### config.mk
export PLATFORM = sky130hd
export DESIGN_NAME = priority_capacity_dispatcher
export DESIGN_NICKNAME = d
export VERILOG_FILES = /design/src/rtl/core/pcd_pkg.sv /design/src/rtl/core/pcd_ram.sv /design/src/rtl/core/pcd_select.sv /design/src/rtl/core/priority_capacity_dispatcher.sv
export VERILOG_INCLUDE_DIRS = /design/src /design/src/rtl/core
export SDC_FILE = /design/constraint.sdc
export NUM_CORES = 1
export LEC_CHECK = 0
export ABC_AREA = 1
export CAP_MARGIN = 20
export CORE_ASPECT_RATIO = 0.75
export CORE_UTILIZATION = 50
export CTS_CLUSTER_DIAMETER = 120
export DETAILED_ROUTE_END_ITERATION = 10
export DONT_BUFFER_PORTS = 1
export PLACE_DENSITY_LB_ADDON = 0.3
export SYNTH_ARGS = -nofsm -noshare
export SYNTH_HDL_FRONTEND = slang
export SYNTH_SLANG_ARGS = --single-unit
### constraint.sdc
create_clock -name i_clk -period 14.2 [get_ports i_clk]
set_clock_uncertainty 0.15 [all_clocks]
set_input_delay 2.84 -clock i_clk [delete_from_list [all_inputs] [get_ports i_clk]]
set_output_delay 2.84 -clock i_clk [all_outputs]
set_load 0.05 [all_outputs]
### src/rtl/core/assert_macros.svh
// Assertion macros used by the top-level RTL file of the dispatcher.
// Depends on nothing; the clock i_clk and reset i_rst_n must exist where used.
`ifndef ASSERT_MACROS_SVH
`define ASSERT_MACROS_SVH

`ifndef SYNTHESIS

// Same-cycle implication, checked out of reset.
`define PCD_ASSERT_NOW(label, ante, cons) \
    label: assert property (@(posedge i_clk) disable iff (!i_rst_n) (ante) |-> (cons)) \
        else $error("dispatcher assertion failed");

// Next-cycle implication, checked out of reset.
`define PCD_ASSERT_NEXT(label, ante, cons) \
    label: assert property (@(posedge i_clk) disable iff (!i_rst_n) (ante) |=> (cons)) \
        else $error("dispatcher assertion failed");

`else

`define PCD_ASSERT_NOW(label, ante, cons)
`define PCD_ASSERT_NEXT(label, ante, cons)

`endif

`endif

### src/rtl/core/pcd_pkg.sv
// Types and constants of the priority capacity dispatcher.
// Used by pcd_select, the top level and the bench; pcd_ram does not use it. Depends on nothing.
package pcd_pkg;

    localparam int unsigned NEED_W     = 16;
    localparam int unsigned WAIT_W     = 5;
    localparam int unsigned WIDX_W     = 2;
    localparam int unsigned PRIO_W     = 8;
    localparam int unsigned PRIO_BUS_W = 32;
    localparam int unsigned CAP_BUS_W  = 64;
    localparam int unsigned RETRY_W    = 4;
    localparam int unsigned CFG_IDX_W  = 2;
    localparam int unsigned CFG_DATA_W = 64;

    localparam logic [RETRY_W-1:0] RETRY_RESET = 4'd10;

    // Command modes.
    localparam logic [1:0] MODE_ENQUEUE  = 2'd0;
    localparam logic [1:0] MODE_DISPATCH = 2'd1;
    localparam logic [1:0] MODE_COMPLETE = 2'd2;

    // Result status codes.
    localparam logic [2:0] ST_QUEUED     = 3'd0;
    localparam logic [2:0] ST_FULL       = 3'd1;
    localparam logic [2:0] ST_DISPATCHED = 3'd2;
    localparam logic [2:0] ST_REJECTED   = 3'd3;
    localparam logic [2:0] ST_DEFERRED   = 3'd4;
    localparam logic [2:0] ST_EMPTY      = 3'd5;
    localparam logic [2:0] ST_FREED      = 3'd6;

    // Configuration register indexes.
    localparam logic [CFG_IDX_W-1:0] CFG_PRIORITIES = 2'd0;
    localparam logic [CFG_IDX_W-1:0] CFG_CAPACITIES = 2'd1;
    localparam logic [CFG_IDX_W-1:0] CFG_RETRY      = 2'd2;

    typedef struct packed {
        logic [1:0]        mode;
        logic [NEED_W-1:0] resource_need;
        logic [WIDX_W-1:0] worker_index;
    } t_cmd;

    typedef struct packed {
        logic [2:0]        status;
        logic [WIDX_W-1:0] chosen_worker;
        logic [NEED_W-1:0] request_need;
        logic [WAIT_W-1:0] wait_count;
    } t_result;

    // One queue entry as stored in the RAM.
    typedef struct packed {
        logic [NEED_W-1:0] need;
        logic [WAIT_W-1:0] wait_count;
    } t_entry;

    // Outcome of the worker search.
    typedef struct packed {
        logic              found;
        logic [WIDX_W-1:0] idx;
    } t_sel;

endpackage

### src/rtl/core/pcd_ram.sv
// Generic single-write, single-read RAM with a registered read port.
// Depends on nothing.
module pcd_ram #(
    parameter int unsigned WIDTH = 21,
    parameter int unsigned DEPTH = 16
) (
    input  logic                     i_clk,
    input  logic                     i_we,
    input  logic [$clog2(DEPTH)-1:0] i_waddr,
    input  logic [WIDTH-1:0]         i_wdata,
    input  logic                     i_re,
    input  logic [$clog2(DEPTH)-1:0] i_raddr,
    output logic [WIDTH-1:0]         o_rdata
);

    logic [WIDTH-1:0] r_mem [DEPTH];
    logic [WIDTH-1:0] r_rdata;

    always_ff @(posedge i_clk) begin
        if (i_we) begin
            r_mem[i_waddr] <= i_wdata;
        end
        if (i_re) begin
            r_rdata <= r_mem[i_raddr];
        end
    end

    assign o_rdata = r_rdata;

endmodule

### src/rtl/core/pcd_select.sv
// Worker search: the idle worker with enough capacity and the highest priority,
// lowest index on a tie. Depends on pcd_pkg.
module pcd_select #(
    parameter int unsigned WORKERS = 4
) (
    input  logic [pcd_pkg::NEED_W-1:0]     i_need,
    input  logic [WORKERS-1:0]             i_idle,
    input  logic [pcd_pkg::PRIO_BUS_W-1:0] i_prio,
    input  logic [pcd_pkg::CAP_BUS_W-1:0]  i_cap,
    output pcd_pkg::t_sel                  o_sel
);

    always_comb begin
        logic [pcd_pkg::PRIO_W-1:0] best_pri;
        logic [pcd_pkg::PRIO_W-1:0] pri;
        logic [pcd_pkg::NEED_W-1:0] cap;
        best_pri = '0;
        o_sel    = '0;
        for (int i = 0; i < WORKERS; i++) begin
            pri = i_prio[pcd_pkg::PRIO_W*i +: pcd_pkg::PRIO_W];
            cap = i_cap[pcd_pkg::NEED_W*i +: pcd_pkg::NEED_W];
            // Strictly greater keeps the lower index on a tie.
            if (i_idle[i] && (cap >= i_need) && (!o_sel.found || (pri > best_pri))) begin
                o_sel.found = 1'b1;
                o_sel.idx   = pcd_pkg::WIDX_W'(i);
                best_pri    = pri;
            end
        end
    end

endmodule

### src/rtl/core/priority_capacity_dispatcher.sv
// Top level of the priority capacity dispatcher: request queue, worker state
// and configuration. Depends on pcd_pkg, pcd_ram, pcd_select, assert_macros.svh.
//
// Usage:
//   Commands enter on i_cmd and are taken at a rising edge with start high and
//   busy low. Each command except mode 3 gives one result on o_result, valid
//   for exactly one cycle while o_result_strobe is high; the receiver cannot
//   stall, so every result must be taken as it appears.
//   Enqueue, completion and a dispatch on an empty queue give their result in
//   the cycle after the command beat. A dispatch on a non-empty queue reads the
//   head entry from the queue RAM first, holds busy high for one cycle and
//   gives its result once the entry is back, through the result register. The
//   registered read of the queue RAM causes this extra step; a new command may
//   follow as soon as busy is low.
//   Configuration beats on the i_cfg_* channel are always taken (o_cfg_ready
//   is high) and must be sent while no command is in flight.
//   Synchronous reset empties the queue, marks all workers idle, clears the
//   priorities and capacities and sets the retry limit to ten. Queue RAM
//   contents are not cleared; only written entries are ever read.
`include "assert_macros.svh"

module priority_capacity_dispatcher #(
    parameter int unsigned WORKERS     = 4,
    parameter int unsigned QUEUE_DEPTH = 16
) (
    input  logic                             i_clk,
    input  logic                             i_rst_n,
    input  logic                             start,
    output logic                             busy,
    input  pcd_pkg::t_cmd                    i_cmd,
    output logic                             o_result_strobe,
    output pcd_pkg::t_result                 o_result,
    input  logic                             i_cfg_valid,
    output logic                             o_cfg_ready,
    input  logic [pcd_pkg::CFG_IDX_W-1:0]    i_cfg_index,
    input  logic [pcd_pkg::CFG_DATA_W-1:0]   i_cfg_data
);

    localparam int unsigned AW      = $clog2(QUEUE_DEPTH);
    localparam int unsigned FW      = $clog2(QUEUE_DEPTH + 1);
    localparam int unsigned ENTRY_W = $bits(pcd_pkg::t_entry);

    typedef enum logic {
        S_IDLE,
        S_DISP
    } t_state;

    t_state                            r_state, n_state;
    logic [AW-1:0]                     r_head, n_head;
    logic [AW-1:0]                     r_tail, n_tail;
    logic [FW-1:0]                     r_fill, n_fill;
    logic [WORKERS-1:0]                r_busy_flags, n_busy_flags;
    logic [pcd_pkg::PRIO_BUS_W-1:0]    r_prio;
    logic [pcd_pkg::CAP_BUS_W-1:0]     r_cap;
    logic [pcd_pkg::RETRY_W-1:0]       r_retry;
    logic                              r_strobe, n_strobe;
    pcd_pkg::t_result                  r_result, n_result;

    logic                              w_accept;
    logic                              w_full;
    logic                              w_we;
    pcd_pkg::t_entry                   w_wdata;
    logic                              w_re;
    pcd_pkg::t_entry                   w_head_entry;
    logic [ENTRY_W-1:0]                w_rdata;
    pcd_pkg::t_sel                     w_sel;

    function automatic logic [AW-1:0] ptr_inc(input logic [AW-1:0] ptr);
        if (ptr == AW'(QUEUE_DEPTH - 1)) begin
            return '0;
        end
        return ptr + 1'b1;
    endfunction

    assign busy        = (r_state == S_DISP);
    assign o_cfg_ready = 1'b1;
    assign w_accept    = start && !busy;
    assign w_full      = (r_fill == FW'(QUEUE_DEPTH));
    assign w_re        = w_accept && (i_cmd.mode == pcd_pkg::MODE_DISPATCH);
    assign w_head_entry = pcd_pkg::t_entry'(w_rdata);

    pcd_ram #(
        .WIDTH (ENTRY_W),
        .DEPTH (QUEUE_DEPTH)
    ) u_queue_ram (
        .i_clk   (i_clk),
        .i_we    (w_we),
        .i_waddr (r_tail),
        .i_wdata (w_wdata),
        .i_re    (w_re),
        .i_raddr (r_head),
        .o_rdata (w_rdata)
    );

    pcd_select #(
        .WORKERS (WORKERS)
    ) u_select (
        .i_need (w_head_entry.need),
        .i_idle (~r_busy_flags),
        .i_prio (r_prio),
        .i_cap  (r_cap),
        .o_sel  (w_sel)
    );

    always_comb begin
        n_state      = r_state;
        n_head       = r_head;
        n_tail       = r_tail;
        n_fill       = r_fill;
        n_busy_flags = r_busy_flags;
        n_strobe     = 1'b0;
        n_result     = r_result;
        w_we         = 1'b0;
        w_wdata      = '0;

        case (r_state)
            S_IDLE: begin
                if (w_accept) begin
                    n_result = '0;
                    case (i_cmd.mode)
                        pcd_pkg::MODE_ENQUEUE: begin
                            n_strobe              = 1'b1;
                            n_result.request_need = i_cmd.resource_need;
                            if (w_full) begin
                                n_result.status = pcd_pkg::ST_FULL;
                            end else begin
                                n_result.status = pcd_pkg::ST_QUEUED;
                                w_we            = 1'b1;
                                w_wdata.need    = i_cmd.resource_need;
                                n_tail          = ptr_inc(r_tail);
                                n_fill          = r_fill + 1'b1;
                            end
                        end
                        pcd_pkg::MODE_DISPATCH: begin
                            if (r_fill == '0) begin
                                n_strobe        = 1'b1;
                                n_result.status = pcd_pkg::ST_EMPTY;
                            end else begin
                                n_state = S_DISP;
                            end
                        end
                        pcd_pkg::MODE_COMPLETE: begin
                            n_strobe               = 1'b1;
                            n_result.status        = pcd_pkg::ST_FREED;
                            n_result.chosen_worker = i_cmd.worker_index;
                            for (int i = 0; i < WORKERS; i++) begin
                                if (i_cmd.worker_index == pcd_pkg::WIDX_W'(i)) begin
                                    n_busy_flags[i] = 1'b0;
                                end
                            end
                        end
                        default: begin
                        end
                    endcase
                end
            end
            S_DISP: begin
                // The head entry arrived from the RAM this cycle.
                n_state               = S_IDLE;
                n_strobe              = 1'b1;
                n_result              = '0;
                n_result.request_need = w_head_entry.need;
                n_result.wait_count   = w_head_entry.wait_count;
                n_head                = ptr_inc(r_head);
                if (w_sel.found) begin
                    n_result.status        = pcd_pkg::ST_DISPATCHED;
                    n_result.chosen_worker = w_sel.idx;
                    n_fill                 = r_fill - 1'b1;
                    for (int i = 0; i < WORKERS; i++) begin
                        if (w_sel.idx == pcd_pkg::WIDX_W'(i)) begin
                            n_busy_flags[i] = 1'b1;
                        end
                    end
                end else if (w_head_entry.wait_count >
                             pcd_pkg::WAIT_W'(r_retry)) begin
                    n_result.status = pcd_pkg::ST_REJECTED;
                    n_fill          = r_fill - 1'b1;
                end else begin
                    // Move to the tail; the fill count stays the same.
                    n_result.status     = pcd_pkg::ST_DEFERRED;
                    n_result.wait_count = w_head_entry.wait_count + 1'b1;
                    w_we                = 1'b1;
                    w_wdata.need        = w_head_entry.need;
                    w_wdata.wait_count  = w_head_entry.wait_count + 1'b1;
                    n_tail              = ptr_inc(r_tail);
                end
            end
            default: begin
                n_state = S_IDLE;
            end
        endcase
    end

    always_ff @(posedge i_clk) begin
        if (!i_rst_n) begin
            r_state      <= S_IDLE;
            r_head       <= '0;
            r_tail       <= '0;
            r_fill       <= '0;
            r_busy_flags <= '0;
            r_prio       <= '0;
            r_cap        <= '0;
            r_retry      <= pcd_pkg::RETRY_RESET;
            r_strobe     <= 1'b0;
        end else begin
            r_state      <= n_state;
            r_head       <= n_head;
            r_tail       <= n_tail;
            r_fill       <= n_fill;
            r_busy_flags <= n_busy_flags;
            r_strobe     <= n_strobe;
            if (i_cfg_valid && o_cfg_ready) begin
                case (i_cfg_index)
                    pcd_pkg::CFG_PRIORITIES: r_prio  <= i_cfg_data[pcd_pkg::PRIO_BUS_W-1:0];
                    pcd_pkg::CFG_CAPACITIES: r_cap   <= i_cfg_data[pcd_pkg::CAP_BUS_W-1:0];
                    pcd_pkg::CFG_RETRY:      r_retry <= i_cfg_data[pcd_pkg::RETRY_W-1:0];
                    default: begin
                    end
                endcase
            end
        end
        r_result <= n_result;
    end

    assign o_result_strobe = r_strobe;
    assign o_result        = r_result;

    `PCD_ASSERT_NOW(a_fill_bound, 1'b1, r_fill <= FW'(QUEUE_DEPTH))
    `PCD_ASSERT_NEXT(a_disp_one_cycle, busy, !busy && o_result_strobe)
    `PCD_ASSERT_NEXT(a_disp_reads_head,
        w_accept && (i_cmd.mode == pcd_pkg::MODE_DISPATCH) && (r_fill != '0), busy)
    `PCD_ASSERT_NEXT(a_enqueue_grows,
        w_accept && (i_cmd.mode == pcd_pkg::MODE_ENQUEUE) && !w_full,
        r_fill == $past(r_fill) + 1'b1)

endmodule

Word-level counts from Yosys, hierarchy flattened. Memory sizes are Yosys's and may differ from the RTL's. A register that Yosys moved wholly into a read port is not among the register bits. Cells that the tools add are included.

Flip-flop bits (word level): 145. RAM bits: 336. Input bits: 90. Output and inout port bits: 29. Logic and storage cells: 173. Memories: 1.

Add/sub/neg operators: 5. Magnitude comparators: 8. Equality and inequality tests: 29. Mux-type cells: 81. Bitwise operators: 2. Reduce and logical (&&, ||, !) cells: 31.

Memories: u_queue_ram.r_mem (words 16, bits a word 21, read ports 1, clocked after Yosys merged registers in 1, wr ports 1, line pcd_ram.sv:16) `logic [WIDTH-1:0] r_mem [DEPTH];`.

Operators with widths (count): 16-bit >= comparator (4); 16-bit two-way mux (4); 4-bit two-way mux (13); 26-bit one-hot mux with 2 select lines (1); 21-bit two-way mux (2); 5-bit two-way mux (8); 16-bit one-hot mux with 2 select lines (1); 1-bit two-way mux (31); 26-bit two-way mux (1); 5-bit AND reduction (5); 8-bit > comparator (3); 8-bit two-way mux (3); 3-bit two-way mux (7); 2-bit != test (second input constant) (8); 4-bit one-hot mux with 2 select lines (2); 2-bit by 1-bit != test with 1-bit output (second input constant) (7); 2-bit == test (second input constant) (6); 5-bit by 1-bit adder with 5-bit output (second input constant) (2); 5-bit one-hot mux with 2 select lines (1); 1-bit logical AND (9); 3-bit one-hot mux with 3 select lines (1); 4-bit by 1-bit adder with 4-bit output (second input constant) (2); 2-bit by 1-bit == test with 1-bit output (second input constant) (4); 4-bit == test (second input constant) (2); other kinds (15) (29).

Logic depth before layout (Yosys ltp).
Word-level depth: 21. Gate-level depth with buffers: 50. Gate-level depth less buffers: 48.

By module. Synthesis repeated with hierarchy kept, for this count alone.

Cell total of the unflattened synthesis: 2552. Area total of the unflattened synthesis: 23711.5 µm².

By module, submodules not included: pcd_ram (times used 1, cells each 1401, area an instance 15122.0 µm², sequential area each 10720.3 µm²); priority_capacity_dispatcher (times used 1, cells each 773, area an instance 6114.6 µm², sequential area each 3163.0 µm²); pcd_select (times used 1, cells each 378, area an instance 2474.9 µm², sequential area each 0.0 µm²).

Worst setup path before layout. Ideal clock, no wire load.

Path type: register to register. Start point: reg u_queue_ram.r_rdata[16] (netlist: u_queue_ram.o_rdata[16]) (read register of u_queue_ram.r_mem). End point: reg r_result, in the netlist o_result[22] (data pin). Library setup time: 0.276 ns. Data arrival time: 5.014 ns. Required time: 13.774 ns. Slack: 8.761 ns. Stages on the path, launching flop included: 43. Path buffers: 2. Clock period less this slack: 5.439 ns. Path through: edfxtp_1 > inv_1 > ha_1 > nand2_1 > o21bai_1 > a21oi_1 > nor2_1 > nand2_2 > nand2_4 > inv_1 > nand2_1 > ha_1 > nand2_1 > o21ai_0 > nand4_1 > a21oi_1 > nor2_4 > nor2_4 > [7 not listed] > nand2_1 > o211ai_1 > o21ai_0 > nand2_1 > nand2_2 > buf_2 > o21ai_1 > ha_1 > a21oi_1 > o21ai_0 > a21oi_1 > o21ai_0 > o21ai_0 > nand2_1 > nand2_1 > inv_1 > a21oi_1 > o22ai_1.

RTL lines: start, declared (line pcd_ram.sv:17) `logic [WIDTH-1:0] r_rdata;`; end signal, assigned (line priority_capacity_dispatcher.sv:222) `r_result <= n_result;`; end, declared (line priority_capacity_dispatcher.sv:57) `pcd_pkg::t_result r_result, n_result;`.

==> metrics.yaml <==
die_x_um: 244.2
cp_data_required_time_ns: 14.34
seqCellArea_mm2: 0.01389
slew_viol_final: 0
layout_min_cycle_time_ns: 6.377
netlist-cell-type-count: 49
worstPathArrival_ns: 6.51
ys_top_cells_by_area: "edfxtp_1 (52%), dfxtp_1 (11%), nor2_1 (7.2%)"
layout.nets: 2196
area_growth_pct: 9.933
r2r_cells: 39
maxCapViolations: 0
rsz0062_at_grt: "no"
async_reset_ff_share_pct: 0
final_cell_mix: "nor2_1 (403), edfxtp_1 (383), o21ai_0 (197), nand2_1 (193), dfxtp_1 (117)"
synth_top_area_share_pct: 52.27
seqPwrFrac_pct: 55.0
power_uw: 2974
setup_slack_ns: 7.823
crit_fanout: 19
routed_wl_mm: 56.92
r2r_slack_ns: 7.82
hold_violations: 0
grt_max_degree: 112
clockRootBuffer: "clkbuf_16"
vias: 15300
p_leak_uw: 0.009078
maxSlewHeadroom_pct: 25.43
clock_latency_ns: 0.56
h-tree-depth: 2
final_antenna_net_count: 0
ys_warn_count: 0
cp_common_cell: "nand2_1"
die-area_mm2: 0.04486
cts.sinks: 502
setup_viol: 0
r2r-start: "u_queue_ram.o_rdata[20]"
multi_input_area_mm2: 0.007296
status: "finished clean"
post-cts-setup-buffers: 0
antenna_found_initial: 2
preCtsSetupSlack_ns: 7.901
vdd_drop_max_uv: 137.9
p_sw_share_pct: 22.84
drive_gt1_share_pct: 8.288
clk_pin_slew_ns: 0.07
fin_area_mm2: 0.02419
cts_tree: "yes"
fillerInstances: 3572
grt-ovfl-total: 0
viasPerCell: 5.843
grtUsageTotal_pct: 25.32
cp-end-kind: "register"
cp_slowest_cell: "ha_1"
synth_flop_cell: "edfxtp_1"
hold_start: "r_busy_flags[3]"
dr.pass1.iters: 5
ys_ff_latch: 502
cpLargestDelayFamily: "simple AND/OR/NAND/NOR gates"
critPathMaxStageDelay_ns: 0.35
pwr_density_cell_mw_per_mm2: 122.9
tns_ns: 0
synth_top_cell_by_area: "edfxtp_1"
cts_buffers: 46
crit_start: "u_queue_ram.o_rdata[20]"
critPathKind: "reg2reg"
die_h_um: 183.7
grt_pass1_vias: 14050
place.gp.congestion: 0.9149
core_area_mm2: 0.04335
p_clk_share_pct: 39.3
grt_pass1_wl_mm: 85.58
cp-start-kind: "register"
syn_nets: 2207
power.internal_uw: 2294
placed_cell_area_mm2: 0.02264
cts_resized: 0
post_drt_wl_per_cell_um: 21.74
num_rows: 66
synth_edf_count: 383
power_frac_comb_pct: 5.7
tightest_slew_ns: 1.119
r2r-end: "o_result[22]"
postSynthCellCount: 2014
drc: 0
cts_hold_buf: 0
final_common_cell: "nor2_1"
cts_buffer_depth: 3
min_path_cells: 2
yosysSeqAreaShare_pct: 63.09
power_switching_uw: 679.2
port_buffers: 0
drt_iter0_drc: 1557
hpwlAfterDp_mm: 36.82
avgSynthCellArea_um2: 10.93
hp-class: "reg2reg"
fin_crit_sh_pct: 44.91
start_util_pct: 50.76
min_to: "r_busy_flags[3]"
critPathBufInv: 4
synth_area_mm2: 0.02200
boundaryPins: 119
fmax_ghz: 0.1568
how the worst max path moves through the flow:
stage | to | slack (ns) | depth (start not counted)
floorplan | o_result[22] | 8.76 | 42
global placement | o_result[22] | 7.99 | 39
detailed placement | o_result[22] | 7.90 | 39
CTS | o_result[22] | 7.87 | 39
global route | o_result[22] | 6.97 | 39
finish | o_result[22] | 7.82 | 39
per-layer routing:
layer | share of wire [%] | wire [um] | vias to the layer above | track usage, %
met2 | 42 | 24010 | 673 | 36.74
met4 | 2.2 | 1272 | 2 | 6.275
li1 | - | - | 7168 | -
met3 | 9.6 | 5486 | 90 | 5.766
met1 | 46 | 26140 | 7363 | 38.23
met5 | 0.030 | 17 | - | 0
synthesized netlist by cell type (all sizes together), types with 37 or more instances:
| cell type | instances |
|---|---|
| a21oi | 61 |
| clkbuf | 86 |
| dfxtp | 119 |
| edfxtp | 383 |
| ha | 102 |
| inv | 112 |
| nand2 | 200 |
| nand3 | 64 |
| nor2 | 424 |
| o21ai | 218 |
| o221ai | 37 |
| o22ai | 39 |
| o32ai | 48 |
worst register-to-register path: cells and delay by family (launching register included):
family | cells | cell delay (ns)
DFF | 1 | 0.32
buffers and inverters | 4 | 0.49
and+or+nand+nor | 19 | 2.33
AOI/OAI and AO/OA | 12 | 1.60
adders and majority gates | 4 | 1.22
power groups by stage:
| stage | combinational (uW) | sequential, uW | clock [uW] |
|---|---|---|---|
| detailed placement | 165 | 1670 | 0 |
| floorplan | 127 | 1660 | 0 |
| CTS | 167 | 1640 | 1180 |
| finish | 170 | 1640 | 1170 |
| global route | 192 | 1640 | 1240 |
| global placement | 160 | 1670 | 0 |
registers in the layout, summed over array words and instances, names as in the netlist, 5 cells and up:
signal               cells
u_queue_ram.r_mem      336
r_cap                   64
r_prio                  32
o_result                26
u_queue_ram.o_rdata     21
r_fill                   5
cells by family (layout without fill, tap and decap cells):
kind of cell / count (synthesis) / after routing / synth area share (%)
mux: 36 / 36 / 1.638
buf+inv: 223 / 248 / 4.009
simple gates: 718 / 718 / 13.33
compound gates: 423 / 423 / 11.71
xor+xnor: 8 / 8 / 0.3184
other cells: 1 / 2 / 0.01704
flops: 502 / 502 / 63.09
fa+ha+maj: 103 / 103 / 5.891
through the flow:
step	instances	hold WS, ns	util, %
2_1_floorplan	2014	0.2800	-
5_1_grt	2617	0.3505	55.79
4_1_cts	2605	0.3194	55.46
3_5_place_dp	2521	0.3098	52.23
6_report	2618	0.3182	55.80
3_3_place_gp	2518	0.2953	52.13
area by class of cell:
cell class / instances / area share, %
antenna: 1 / 0.01034
clock inverter: 23 / 0.6362
inverter: 116 / 1.831
sequential: 502 / 57.42
multi-input combinational: 1289 / 30.16
tap: 578 / 2.990
clock buffer: 61 / 5.162
timing repair buffer: 48 / 1.790
No activity file was read; power rests on OpenSTA's default activity.
